File: config.mk
export PLATFORM = sky130hd
export DESIGN_NAME = sensor_frame_parser_fletcher_top
export DESIGN_NICKNAME = d
export VERILOG_FILES = /design/src/hw/rtl/sfp_pkg.sv /design/src/hw/rtl/sfp_parser.sv /design/src/hw/rtl/sfp_store.sv /design/src/hw/rtl/sensor_frame_parser_fletcher_top.sv
export SDC_FILE = /design/constraint.sdc
export NUM_CORES = 1
export LEC_CHECK = 0
export ABC_CLOCK_PERIOD_IN_PS = 9950
export BUFFER_PORTS_ARGS = -buffer_cell sky130_fd_sc_hd__buf_2
export CORE_UTILIZATION = 50
export DETAILED_ROUTE_END_ITERATION = 6
export GPL_ROUTABILITY_DRIVEN = 0
export PLACE_DENSITY = 0.83
export SYNTH_ARGS = -nofsm -noshare
export SYNTH_HDL_FRONTEND = slang
export SYNTH_SLANG_ARGS = --single-unit
File: constraint.sdc
create_clock -name clk -period 9.95 [get_ports clk]
set_clock_uncertainty 0.05 [all_clocks]
set_input_delay 0.995 -clock clk [delete_from_list [all_inputs] [get_ports clk]]
set_output_delay 0.995 -clock clk [all_outputs]
set_load 0.05 [all_outputs]
File: src/hw/rtl/sfp_pkg.sv
// ----------------------------------------------------------------------------
// sfp_pkg
// Types and constants shared by the sensor frame parser modules.
// ----------------------------------------------------------------------------
package sfp_pkg;

  localparam int SAMPLE_BYTES = 16;
  localparam int STORE_AW     = $clog2(SAMPLE_BYTES);

  // reset values of the configuration registers
  localparam logic [7:0]  SYNC_FIRST_RST  = 8'hC9;
  localparam logic [7:0]  SYNC_SECOND_RST = 8'h9C;
  localparam logic [7:0]  SAMPLE_ID_RST   = 8'h01;
  localparam logic [15:0] MAX_SKIP_RST    = 16'd1024;

  typedef enum logic [1:0] {
    CFG_SYNC_FIRST  = 2'd0,
    CFG_SYNC_SECOND = 2'd1,
    CFG_SAMPLE_ID   = 2'd2,
    CFG_MAX_SKIP    = 2'd3
  } cfg_index_t;

  typedef enum logic [2:0] {
    PH_SYNC1 = 3'd0,
    PH_SYNC2 = 3'd1,
    PH_ID    = 3'd2,
    PH_LEN1  = 3'd3,
    PH_LEN2  = 3'd4,
    PH_DATA  = 3'd5,
    PH_CKA   = 3'd6,
    PH_CKB   = 3'd7
  } phase_t;

  typedef enum logic [1:0] {
    ST_INCOMPLETE  = 2'd0,
    ST_DECODED     = 2'd1,
    ST_MISMATCH    = 2'd2,
    ST_UNSUPPORTED = 2'd3
  } status_t;

  typedef struct packed {
    logic [7:0]  sync_first;
    logic [7:0]  sync_second;
    logic [7:0]  sample_id;
    logic [15:0] max_skip;
  } cfg_t;

  typedef struct packed {
    logic                en;
    logic [STORE_AW-1:0] addr;
    logic [7:0]          data;
  } store_wr_t;

endpackage

File: src/hw/rtl/sfp_parser.sv
// ----------------------------------------------------------------------------
// sfp_parser
// Frame state machine with Fletcher-8 sums; one byte per step.
// ----------------------------------------------------------------------------
module sfp_parser import sfp_pkg::*; (
  input  logic       clk,
  input  logic       rst,
  input  logic       step,
  input  logic [7:0] rx_byte,
  input  cfg_t       cfg,
  output status_t    status,
  output store_wr_t  store_wr
);

  phase_t      phase, phase_next;
  logic [7:0]  frame_id, frame_id_next;
  logic [15:0] frame_length, frame_length_next;
  logic [15:0] payload_count, payload_count_next;
  logic [7:0]  sum_a, sum_a_next;
  logic [7:0]  sum_b, sum_b_next;

  logic [7:0]  add_a;
  logic [7:0]  add_b;
  logic [15:0] len_full;
  logic [15:0] count_inc;
  logic        is_sample;

  assign add_a     = sum_a + rx_byte;
  assign add_b     = sum_b + add_a;
  assign len_full  = {rx_byte, frame_length[7:0]};
  assign count_inc = payload_count + 16'd1;
  assign is_sample = (frame_id == cfg.sample_id);

  always_ff @(posedge clk) begin
    if (rst) begin
      phase         <= PH_SYNC1;
      frame_id      <= '0;
      frame_length  <= '0;
      payload_count <= '0;
      sum_a         <= '0;
      sum_b         <= '0;
    end else if (step) begin
      phase         <= phase_next;
      frame_id      <= frame_id_next;
      frame_length  <= frame_length_next;
      payload_count <= payload_count_next;
      sum_a         <= sum_a_next;
      sum_b         <= sum_b_next;
    end
  end

  always_comb begin
    phase_next         = phase;
    frame_id_next      = frame_id;
    frame_length_next  = frame_length;
    payload_count_next = payload_count;
    sum_a_next         = sum_a;
    sum_b_next         = sum_b;
    status             = ST_INCOMPLETE;
    store_wr.en        = 1'b0;
    store_wr.addr      = payload_count[STORE_AW-1:0];
    store_wr.data      = rx_byte;

    unique case (phase)
      PH_SYNC1: begin
        if (rx_byte == cfg.sync_first) phase_next = PH_SYNC2;
      end
      PH_SYNC2: begin
        if (rx_byte == cfg.sync_second) begin
          sum_a_next = '0;
          sum_b_next = '0;
          phase_next = PH_ID;
        end else if (rx_byte == cfg.sync_first) begin
          phase_next = PH_SYNC2;
        end else begin
          phase_next = PH_SYNC1;
        end
      end
      PH_ID: begin
        frame_id_next = rx_byte;
        sum_a_next    = add_a;
        sum_b_next    = add_b;
        phase_next    = PH_LEN1;
      end
      PH_LEN1: begin
        frame_length_next = {8'h00, rx_byte};
        sum_a_next        = add_a;
        sum_b_next        = add_b;
        phase_next        = PH_LEN2;
      end
      PH_LEN2: begin
        frame_length_next = len_full;
        sum_a_next        = add_a;
        sum_b_next        = add_b;
        // wrong sample length or oversized skip frame: drop silently
        if ((is_sample && len_full != 16'(SAMPLE_BYTES)) ||
            (!is_sample && len_full > cfg.max_skip)) begin
          phase_next         = PH_SYNC1;
          frame_id_next      = '0;
          frame_length_next  = '0;
          payload_count_next = '0;
          sum_a_next         = '0;
          sum_b_next         = '0;
        end else begin
          payload_count_next = '0;
          phase_next         = (len_full == 16'd0) ? PH_CKA : PH_DATA;
        end
      end
      PH_DATA: begin
        sum_a_next         = add_a;
        sum_b_next         = add_b;
        store_wr.en        = is_sample && (payload_count < 16'(SAMPLE_BYTES));
        payload_count_next = count_inc;
        if (count_inc == frame_length) phase_next = PH_CKA;
      end
      PH_CKA: begin
        if (rx_byte != sum_a) begin
          status             = ST_MISMATCH;
          phase_next         = PH_SYNC1;
          frame_id_next      = '0;
          frame_length_next  = '0;
          payload_count_next = '0;
          sum_a_next         = '0;
          sum_b_next         = '0;
        end else begin
          phase_next = PH_CKB;
        end
      end
      PH_CKB: begin
        if (rx_byte != sum_b) status = ST_MISMATCH;
        else if (!is_sample)  status = ST_UNSUPPORTED;
        else                  status = ST_DECODED;
        phase_next         = PH_SYNC1;
        frame_id_next      = '0;
        frame_length_next  = '0;
        payload_count_next = '0;
        sum_a_next         = '0;
        sum_b_next         = '0;
      end
      default: phase_next = PH_SYNC1;
    endcase

    if (!step) store_wr.en = 1'b0;
  end

endmodule

File: src/hw/rtl/sfp_store.sv
// ----------------------------------------------------------------------------
// sfp_store
// Sample payload bytes and their little-endian field decode.
// ----------------------------------------------------------------------------
module sfp_store import sfp_pkg::*; (
  input  logic               clk,
  input  store_wr_t          store_wr,
  output logic signed [31:0] range_val,
  output logic [31:0]        status_word,
  output logic [63:0]        timestamp
);

  logic [7:0] mem [SAMPLE_BYTES];

  always_ff @(posedge clk) begin
    if (store_wr.en) mem[store_wr.addr] <= store_wr.data;
  end

  assign range_val   = {mem[3], mem[2], mem[1], mem[0]};
  assign status_word = {mem[7], mem[6], mem[5], mem[4]};
  assign timestamp   = {mem[15], mem[14], mem[13], mem[12],
                        mem[11], mem[10], mem[9],  mem[8]};

endmodule

File: src/hw/rtl/sensor_frame_parser_fletcher_top.sv
// ----------------------------------------------------------------------------
// sensor_frame_parser_fletcher_top
// Sync-framed byte stream parser with Fletcher-8 check. Takes one rx_byte
// per transaction and returns exactly one result per byte: status 0 while a
// frame is in progress, 1 for a good sample frame (range, status word and
// timestamp decoded little-endian from its 16 payload bytes), 2 for a bad
// check byte, 3 for a good frame of another id. Throughput is one byte per
// clock while the result register is free or draining. A byte is taken into
// the input register, then the state update and sums load its result into
// the result register once that register is free or draining; a held result
// keeps the next byte waiting in the input register.
// Configuration registers must be written through cfg_wr_en/cfg_index/
// cfg_wr_data while the parser is idle; the block does not enforce it.
// ----------------------------------------------------------------------------
module sensor_frame_parser_fletcher_top import sfp_pkg::*; (
  input  logic               clk,
  input  logic               rst,
  input  logic               cfg_wr_en,
  input  logic [1:0]         cfg_index,
  input  logic [15:0]        cfg_wr_data,
  input  logic               rx_valid,
  output logic               rx_ready,
  input  logic [7:0]         rx_byte,
  output logic               res_valid,
  input  logic               res_ready,
  output logic [1:0]         parse_status,
  output logic signed [31:0] sample_range,
  output logic [31:0]        sample_status_word,
  output logic [63:0]        sample_timestamp
);

  cfg_t       cfg;
  logic       s0_valid;
  logic [7:0] s0_byte;
  logic       advance;

  status_t            status;
  store_wr_t          store_wr;
  logic signed [31:0] dec_range;
  logic [31:0]        dec_status_word;
  logic [63:0]        dec_timestamp;
  logic               decoded;

  always_ff @(posedge clk) begin
    if (rst) begin
      cfg.sync_first  <= SYNC_FIRST_RST;
      cfg.sync_second <= SYNC_SECOND_RST;
      cfg.sample_id   <= SAMPLE_ID_RST;
      cfg.max_skip    <= MAX_SKIP_RST;
    end else if (cfg_wr_en) begin
      unique case (cfg_index_t'(cfg_index))
        CFG_SYNC_FIRST:  cfg.sync_first  <= cfg_wr_data[7:0];
        CFG_SYNC_SECOND: cfg.sync_second <= cfg_wr_data[7:0];
        CFG_SAMPLE_ID:   cfg.sample_id   <= cfg_wr_data[7:0];
        CFG_MAX_SKIP:    cfg.max_skip    <= cfg_wr_data;
        default: ;
      endcase
    end
  end

  // input register moves on whenever the result slot is free or draining
  assign advance  = s0_valid && (!res_valid || res_ready);
  assign rx_ready = !s0_valid || advance;

  always_ff @(posedge clk) begin
    if (rst) begin
      s0_valid <= 1'b0;
    end else if (rx_ready) begin
      s0_valid <= rx_valid;
    end
  end

  always_ff @(posedge clk) begin
    if (rx_valid && rx_ready) s0_byte <= rx_byte;
  end

  sfp_parser u_parser (
    .clk      (clk),
    .rst      (rst),
    .step     (advance),
    .rx_byte  (s0_byte),
    .cfg      (cfg),
    .status   (status),
    .store_wr (store_wr)
  );

  sfp_store u_store (
    .clk         (clk),
    .store_wr    (store_wr),
    .range_val   (dec_range),
    .status_word (dec_status_word),
    .timestamp   (dec_timestamp)
  );

  assign decoded = (status == ST_DECODED);

  always_ff @(posedge clk) begin
    if (rst) begin
      res_valid <= 1'b0;
    end else if (advance) begin
      res_valid <= 1'b1;
    end else if (res_ready) begin
      res_valid <= 1'b0;
    end
  end

  always_ff @(posedge clk) begin
    if (advance) begin
      parse_status       <= status;
      sample_range       <= decoded ? dec_range : '0;
      sample_status_word <= decoded ? dec_status_word : '0;
      sample_timestamp   <= decoded ? dec_timestamp : '0;
    end
  end

`ifndef SYNTHESIS
  a_sample_fields_zero: assert property (@(posedge clk) disable iff (rst)
    (res_valid && parse_status != ST_DECODED) |->
      (sample_range == 0 && sample_status_word == 0 && sample_timestamp == 0))
    else $error("sample fields nonzero without a decoded frame");

  a_advance_fills_result: assert property (@(posedge clk) disable iff (rst)
    advance |=> res_valid)
    else $error("processed byte produced no result");

  a_stall_only_when_full: assert property (@(posedge clk) disable iff (rst)
    !rx_ready |-> (s0_valid && res_valid && !res_ready))
    else $error("input stalled while a slot was free");

  a_store_write_on_step: assert property (@(posedge clk) disable iff (rst)
    store_wr.en |-> advance)
    else $error("payload store written without a byte step");
`endif

endmodule
==> metrics.csv, run 1 <==
metric,value,unit
initial DRC count,911,
worst r2r src,res_valid$_SDFFE_PP0P_,
Post-Route WL,31.85,mm
Core ar.,29560,um^2
Power Dens Cells,188.3,nW/um^2
worst slew pin tran,1.180,ns
vias in the first global route,8914,
PortBufs,162,
critical path class,primary input to flip-flop,
sw frac,0.2182,
routed vias/inst,5.490,
Setup crit start kind,primary input,
synth unique cells,64,
Setup Viol. Count Final,0,
synthesized flop and latch total,367,
CTS hold repair buffers,0,
Post-synth EDFFs,266,
Synthesis Warnings,0,
largest net degree at the start of global routing,129,
Seq pwr share,0.512,
Global Route Usage Sum,0.2038,
Final Hold Violating Endpoints,0,
"leading cell types in the layout, fill and taps excluded","edfxtp_1, buf_2, and2_1, dfxtp_1, nand2_1",
Leak Pwr,6.477,nW
Longest Clk Path Bufs,3,
# IOs,163,
ys async rst share,0,
Final Critical Period,4.391,ns
hold path startpoint,cfg[3]$_SDFFE_PP0P_,
top achievable clock speed,227.8,MHz
# DRC,0,
status,"finished, final reports clean",
share of cells above drive strength 1,0.1872,
TritonRoute pass-1 iters,5,
Switching Power,0.7136,mW
via count,9416,
sum of buffers and inverters on the critical path,2,
site row count,63,
antenna violation net count after detailed routing,0,
setup bufs post-CTS,0,
post-CTS sizing,0,
post-synthesis sequential area ratio,0.6663,
Synth Net Count,1215,
clk_lat worst skew,0.53,ns
Starting Density,0.5082,
Root Buffer,clkbuf_16,
Worst Hold Path EP,cfg[3]$_SDFFE_PP0P_,
Post-Syn Area,15020,um^2
Tcrit/Tclk final,0.4413,
Slowest cell on crit path,nor3_1,
dpl hpwl,20.36,mm
max-cap violations,0,
Max Slew Vio Count,0,
hold path cells,2,
CTS Buf Count,37,
Hold Path Class,flip-flop to flip-flop,
Critical Path End Type,flip-flop,
diodes inserted,0,
RR Endpoint,u_store.mem[2][3]$_DFFE_PP_,
Die H,175.3,um
CTS H-tree lvls,2,
Top delay family on crit path,simple AND/OR/NAND/NOR gates,
die width,175.3,um
post-route setup TNS,0,ns
wire length per cell,18.57,um
flop2flop setup slack,5.72,ns
Logic pwr share,0.057,
Worst EP arrival,4.47,ns
initial antenna violation count,0,
Mean Syn Cell Area,13.09,um^2
RSZ-0062 raised after global routing,false,
CTS tree,done,
Critical Path Fanout Max,49,
Int Power,2.557,mW
Clk network pwr share,0.431,
Most used DFF post-synth,edfxtp_1,
"Critical Path, Cell by Cell","buf_2, nor2b_1, nor2b_4, buf_4, nand3_1, nor4_1, nand2_1, nor3_1",
Power Total,3.270,mW
die area,30740,um^2
nets,1368,
Worst-path clk slew,0.06,ns
Slew Limit Headroom,0.2070,
clk sinks,367,
worst r2r path cells,7,
Synth Instances,1148,
first-pass GRT wire length,48.23,mm
gr ovfl total,0,
"Area growth, synth to finish",15.60,%
"commonest non-fill, non-tap cell in the layout",edfxtp_1,
required time worst endpoint,10.03,ns
largest stage delay on the critical path,0.96,ns
VDD IR max,0.0001085,V
-- registers in the layout (all words and copies together) (netlist names) --
name / flops
cfg: 40
parse_status: 2
res_valid: 1
s0_byte: 8
s0_valid: 1
sample_range: 32
sample_status_word: 32
sample_timestamp: 64
u_parser.frame_id: 8
u_parser.frame_length: 16
u_parser.payload_count: 16
u_parser.phase: 3
u_parser.sum_a: 8
u_parser.sum_b: 8
u_store.mem: 128
-- tightest hold or removal path: cells and delay by family, from the launching register on --
| family | cells | cell delay (ns) |
|---|---|---|
| flip-flops | 1 | 0.30 |
| AND/OR/NAND/NOR | 1 | 0.05 |
| AO/OA/AOI/OAI | 1 | 0.05 |
-- layout make-up --
type	instances	area [um^2]
fillers	2189	12190
flip-flops and latches	367	10010
multi-input cells	687	4592
clock buffers	47	1005
repair buffers	176	915.9
well taps	390	488.0
clock inverters	16	235.2
inverters	32	120.1
-- through the flow --
step | cells | setup slack, ns | utilization | hold slack, ns | area, um^2
4_1_cts | 1715 | 5.634 | 0.5875 | 0.4053 | 17370
2_1_floorplan | 1148 | 2.702 | - | 0.3863 | 15020
3_3_place_gp | 1652 | 5.361 | 0.5455 | 0.3943 | 16130
5_1_grt | 1715 | 5.335 | 0.5875 | 0.4155 | 17370
3_5_place_dp | 1652 | 5.108 | 0.5455 | 0.3977 | 16130
6_report | 1715 | 5.559 | 0.5875 | 0.4030 | 17370
-- synthesized netlist by cell type (5+ instances only) --
cell,instances,area share
edfxtp_1,266,0.53
and2_1,135,0.056
dfxtp_1,101,0.13
nand2_1,81,0.020
nor2_1,68,0.017
a21oi_1,47,0.016
xnor2_1,36,0.021
ha_1,34,0.028
inv_1,32,0.0080
xor2_1,28,0.016
mux2i_1,26,0.017
clkbuf_1,23,0.0057
nand2b_1,22,0.0092
a22o_1,21,0.012
o21ai_0,19,0.0063
nor3_1,18,0.0060
buf_2,15,0.0050
buf_4,15,0.0075
nand3_1,15,0.0050
nand4_1,14,0.0058
nor4_1,12,0.0050
a211o_1,11,0.0064
nor2b_1,11,0.0046
or3_1,7,0.0029
a311oi_1,6,0.0035
a31oi_1,6,0.0025
and3_1,5,0.0021
and4_1,5,0.0029
buf_1,5,0.0012
-- kinds of logic after synthesis --
| logic type | count (synthesis) | share of synthesized area |
|---|---|---|
| simple gates | 406 | 0.1456 |
| mux | 26 | 0.01732 |
| fa+ha+maj | 36 | 0.03098 |
| xor+xnor | 65 | 0.03840 |
| compound gates | 154 | 0.07255 |
| buf+inv | 94 | 0.02882 |
| flops | 367 | 0.6663 |
-- how the worst max path moves through the flow --
| stage | from | end | slack (ns) | cells past startpoint |
|---|---|---|---|---|
| 3_3_place_gp | res_ready | u_store.mem[3][1]$_DFFE_PP_ | 5.36 | 8 |
| 2_1_floorplan | res_ready | u_store.mem[3][0]$_DFFE_PP_ | 2.70 | 6 |
| 3_5_place_dp | res_ready | u_store.mem[2][3]$_DFFE_PP_ | 5.11 | 8 |
| 6_report | res_ready | u_store.mem[2][3]$_DFFE_PP_ | 5.56 | 8 |
| 4_1_cts | res_ready | u_store.mem[2][5]$_DFFE_PP_ | 5.63 | 8 |
| 5_1_grt | res_ready | u_store.mem[2][0]$_DFFE_PP_ | 5.34 | 8 |
-- power groups by stage --
stage	registers (mW)	logic, mW	clock network [mW]
finish	1.68	0.186	1.41
CTS	1.68	0.187	1.43
detailed placement	1.71	0.186	0
floorplan	1.78	0.0611	0
global placement	1.71	0.183	0
global route	1.68	0.198	1.49
-- per-layer routing --
metal | vias to the layer above | wire length (um) | track usage
li1 | 4442 | - | -
met1 | 4505 | 13010 | 0.2587
met2 | 392 | 15850 | 0.3528
met3 | 77 | 2060 | 0.03203
met4 | 0 | 924 | 0.07428
met5 | - | 0 | 0
Note: power is estimated with default switching activity, not from simulation.
==> inputs of run 2 (changes only) <==
ABC_AREA = 1   (was unset)
ABC_CLOCK_PERIOD_IN_PS = 4000   (was 9950)
clock period = 4 ns   (was 9.95 ns; I/O delays follow)
==> run 2 against run 1 <==
Via count increased by 13%. The flow now finishes with violations (design-rule violations). Register-to-register slack got worse by 4.8 ns. Wire length increased by 6.9%. Final cell count increased by 22%. Clock power increased by 140%.
==> metrics.csv, run 2 <==
metric,value,unit,change
Top delay family on crit path,compound AO/OA/AOI/OAI gates,,was simple AND/OR/NAND/NOR gates
antenna violation net count after detailed routing,0,,unchanged
routed vias/inst,5.094,,was 5.490
post-synthesis sequential area ratio,0.6151,,was 0.6663
"top cells by count, synth","edfxtp_1, inv_1, nand2_1",,"was edfxtp_1, and2_1, dfxtp_1"
dpl cells,2029,,"was 1,652"
Largest register FFs,128,,unchanged
initial DRC count,880,,was 911
Synthesis Warnings,0,,unchanged
Synth Net Count,1521,,"was 1,215"
synth unique cells,52,,was 64
post-route setup TNS,0,ns,unchanged
gr ovfl total,0,,unchanged
largest stage delay on the critical path,0.47,ns,was 0.96 ns
vias in the first global route,10550,,"was 8,914"
Core ar.,31800,um^2,"was 29,560 um^2"
Worst EP arrival,3.44,ns,was 4.47 ns
die area,33270,um^2,"was 30,740 um^2"
sum of buffers and inverters on the critical path,2,,unchanged
Leak Pwr,7.393,nW,was 6.477 nW
max-cap violations,0,,unchanged
TritonRoute pass-1 iters,7,,was 5
Most used DFF post-synth,edfxtp_1,,unchanged
CTS hold repair buffers,0,,unchanged
"leading cell types in the layout, fill and taps excluded","edfxtp_1, inv_1, nand2_1, buf_2, nor2_4",,"was edfxtp_1, buf_2, and2_1, dfxtp_1, nand2_1"
post-CTS sizing,0,,unchanged
Critical Path End Type,flip-flop,,unchanged
top achievable clock speed,327.8,MHz,
initial antenna violation count,0,,unchanged
ys async rst share,0,,unchanged
"area leader, netlist",edfxtp_1,,unchanged
Power Dens Cells,433.3,nW/um^2,was 188.3 nW/um^2
CTS tree,done,,unchanged
Post-Route WL,34.03,mm,was 31.85 mm
Die H,182.4,um,was 175.3 um
share of cells above drive strength 1,0.2297,,was 0.1872
"Area growth, synth to finish",14.44,%,was 15.60%
biggest registers after layout,"u_store.mem x128, sample_timestamp x64, cfg x40",,unchanged
Final Hold Violating Endpoints,0,,unchanged
die width,182.4,um,was 175.3 um
Slew Limit Headroom,0.3717,,was 0.2070
Hold Path Class,primary input to flip-flop,,was flip-flop to flip-flop
post-synth top area share,0.4908,,was 0.5317
Tcrit/Tclk final,0.7628,,
Post-Syn Area,16270,um^2,"was 15,020 um^2"
status,"finished, violations left",,"was finished, final reports clean"
Setup Viol. Count Final,0,,unchanged
Global Route Usage Sum,0.2046,,was 0.2038
setup bufs post-CTS,0,,unchanged
nets,1700,,"was 1,368"
Max Slew Vio Count,0,,unchanged
Worst-path clk slew,0.06,ns,about the same
dpl hpwl,23.24,mm,was 20.36 mm
CTS H-tree lvls,2,,unchanged
wire length per cell,16.24,um,was 18.57 um
first-pass GRT wire length,53.72,mm,was 48.23 mm
critical path class,flip-flop to flip-flop,,was primary input to flip-flop
"top cells by area, synth","edfxtp_1, dfxtp_1, nor2_4, inv_1, nand2_1",,"was edfxtp_1, dfxtp_1, and2_1, ha_1, xnor2_1"
Critical Path Fanout Max,10,,was 49
CTS Buf Count,36,,was 37
"commonest non-fill, non-tap cell in the layout",edfxtp_1,,unchanged
Longest Clk Path Bufs,3,,unchanged
largest net degree at the start of global routing,74,,was 129
Slowest cell on crit path,fa_1,,was nor3_1
Synth Instances,1454,,"was 1,148"
PortBufs,162,,unchanged
Mean Syn Cell Area,11.19,um^2,was 13.09 um^2
most numerous cell in the Yosys netlist,edfxtp_1,,unchanged
clk sinks,367,,unchanged
clk_lat worst skew,0.52,ns,was 0.53 ns
required time worst endpoint,4.39,ns,was 10.03 ns
VDD IR max,0.0002876,V,was 0.0001085 V
final non-filler cell total,2095,,"was 1,715"
Root Buffer,clkbuf_16,,unchanged
"Critical Path, Cell by Cell","buf_4, fa_1, nand3_1, nand3_1, nand2_1, nand2_1, a21oi_1, xnor2_1, ha_1, a21oi_1, o21ai_0, a31oi_1, inv_1, nand2_1, nand3_1, a21oi_1",,"was buf_2, nor2b_1, nor2b_4, buf_4, nand3_1, nor4_1, nand2_1, nor3_1"
# IOs,163,,unchanged
Post-synth EDFFs,266,,unchanged
worst slew pin tran,0.9390,ns,was 1.180 ns
Starting Density,0.5118,,was 0.5082
Setup crit start kind,flip-flop,,was primary input
site row count,65,,was 63
Final Critical Period,3.051,ns,
Largest Register,u_store.mem,,unchanged
via count,10670,,"was 9,416"
RSZ-0062 raised after global routing,false,,unchanged
# DRC,2,,was 0
failing checks,design-rule violations,,
synthesized flop and latch total,367,,unchanged
==> run 2: cell count changes after synthesis, moves of 13 or more <==
cell / delta
nand3_1: +40
nand2b_1: -22
nand2_1: +148
a21oi_1: +58
inv_1: +202
and2_1: -135
o21ai_0: +37
a22o_1: -21
mux2i_1: -26
xnor2_1: -26
nor2_1: +34
nor2_4: +112
buf_4: -13
==> run 2: kinds of logic (layout without fill, tap and decap cells) <==
| kind of cell | after synthesis | in the layout | share of synthesized area |
|---|---|---|---|
| AO/OA/AOI/OAI | 176 | 176 | 0.05774 |
| XOR/XNOR | 36 | 36 | 0.02245 |
| adder cells (fa/ha/maj) | 36 | 36 | 0.02860 |
| buffers and inverters | 280 | 485 | 0.07903 |
| flip-flops | 367 | 367 | 0.6151 |
| other | 0 | 1 | 0 |
| AND/OR/NAND/NOR | 559 | 559 | 0.1971 |
==> run 2: power breakdown <==
| group | switching [mW] | total [mW] | leakage, nW | internal (mW) |
|---|---|---|---|---|
| Clock | 1.35 | 3.38 | 0.583 | 2.03 |
| Combinational | 0.385 | 0.501 | 3.50 | 0.116 |
| Sequential | 0.0398 | 4.19 | 3.31 | 4.15 |
| Total | 1.78 | 8.07 | 7.39 | 6.29 |
==> run 2: worst paths after layout <==
path                         from                        endpoint  slack, ns  depth (start not counted)
max          s0_byte[1]$_DFFE_PP_  u_parser.sum_b[7]$_SDFFE_PP0P_       0.95                         16
min                    rx_byte[2]            s0_byte[2]$_DFFE_PP_       0.02                          1
max reg2reg  s0_byte[1]$_DFFE_PP_  u_parser.sum_b[7]$_SDFFE_PP0P_       0.95                         16
min reg2reg  cfg[23]$_SDFFE_PP0P_            cfg[23]$_SDFFE_PP0P_       0.42                          2
==> run 2: layer usage <==
layer  global-route usage  up-vias  part of all wire
met3              0.03472       83             0.067
met4              0.06958        0             0.030
li1                     -     5102                 -
met5                    0        -                 0
met1               0.2479     5049              0.40
met2               0.3677      437              0.50
==> run 2: through the flow <==
step	hold slack, ns	power [mW]	worst slack [ns]	utilization	cell area [um^2]
2_1_floorplan	0.3853	4.608	0.2363	-	16280
3_3_place_gp	0.4028	4.750	1.102	0.5472	17400
3_5_place_dp	0.4107	4.765	0.9996	0.5472	17400
4_1_cts	0.004652	8.111	0.9699	0.5847	18590
5_1_grt	0.001461	8.302	0.7065	0.5856	18620
6_report	0.01684	8.069	0.9490	0.5857	18620
==> run 2: worst reg2reg max path, cell delays in order, from the launching register on <==
cell and delay (ns):
edfxtp_1 0.42, buf_4 0.23, fa_1 0.47, nand3_1 0.09, nand3_1 0.13, nand2_1 0.09, nand2_1 0.05, a21oi_1 0.14
xnor2_1 0.17, ha_1 0.30, a21oi_1 0.18, o21ai_0 0.12, a31oi_1 0.20, inv_1 0.07, nand2_1 0.07, nand3_1 0.07
a21oi_1 0.14
==> run 2: layout make-up <==
type	instances	area, um^2
timing repair buffer	179	983.4
fill	2387	13180
clock buffer	54	1061
multi-input combinational	807	4979
inverter	242	912.1
tap	435	544.3
antenna	1	2.502
sequential	367	10010
clock inverter	10	132.6
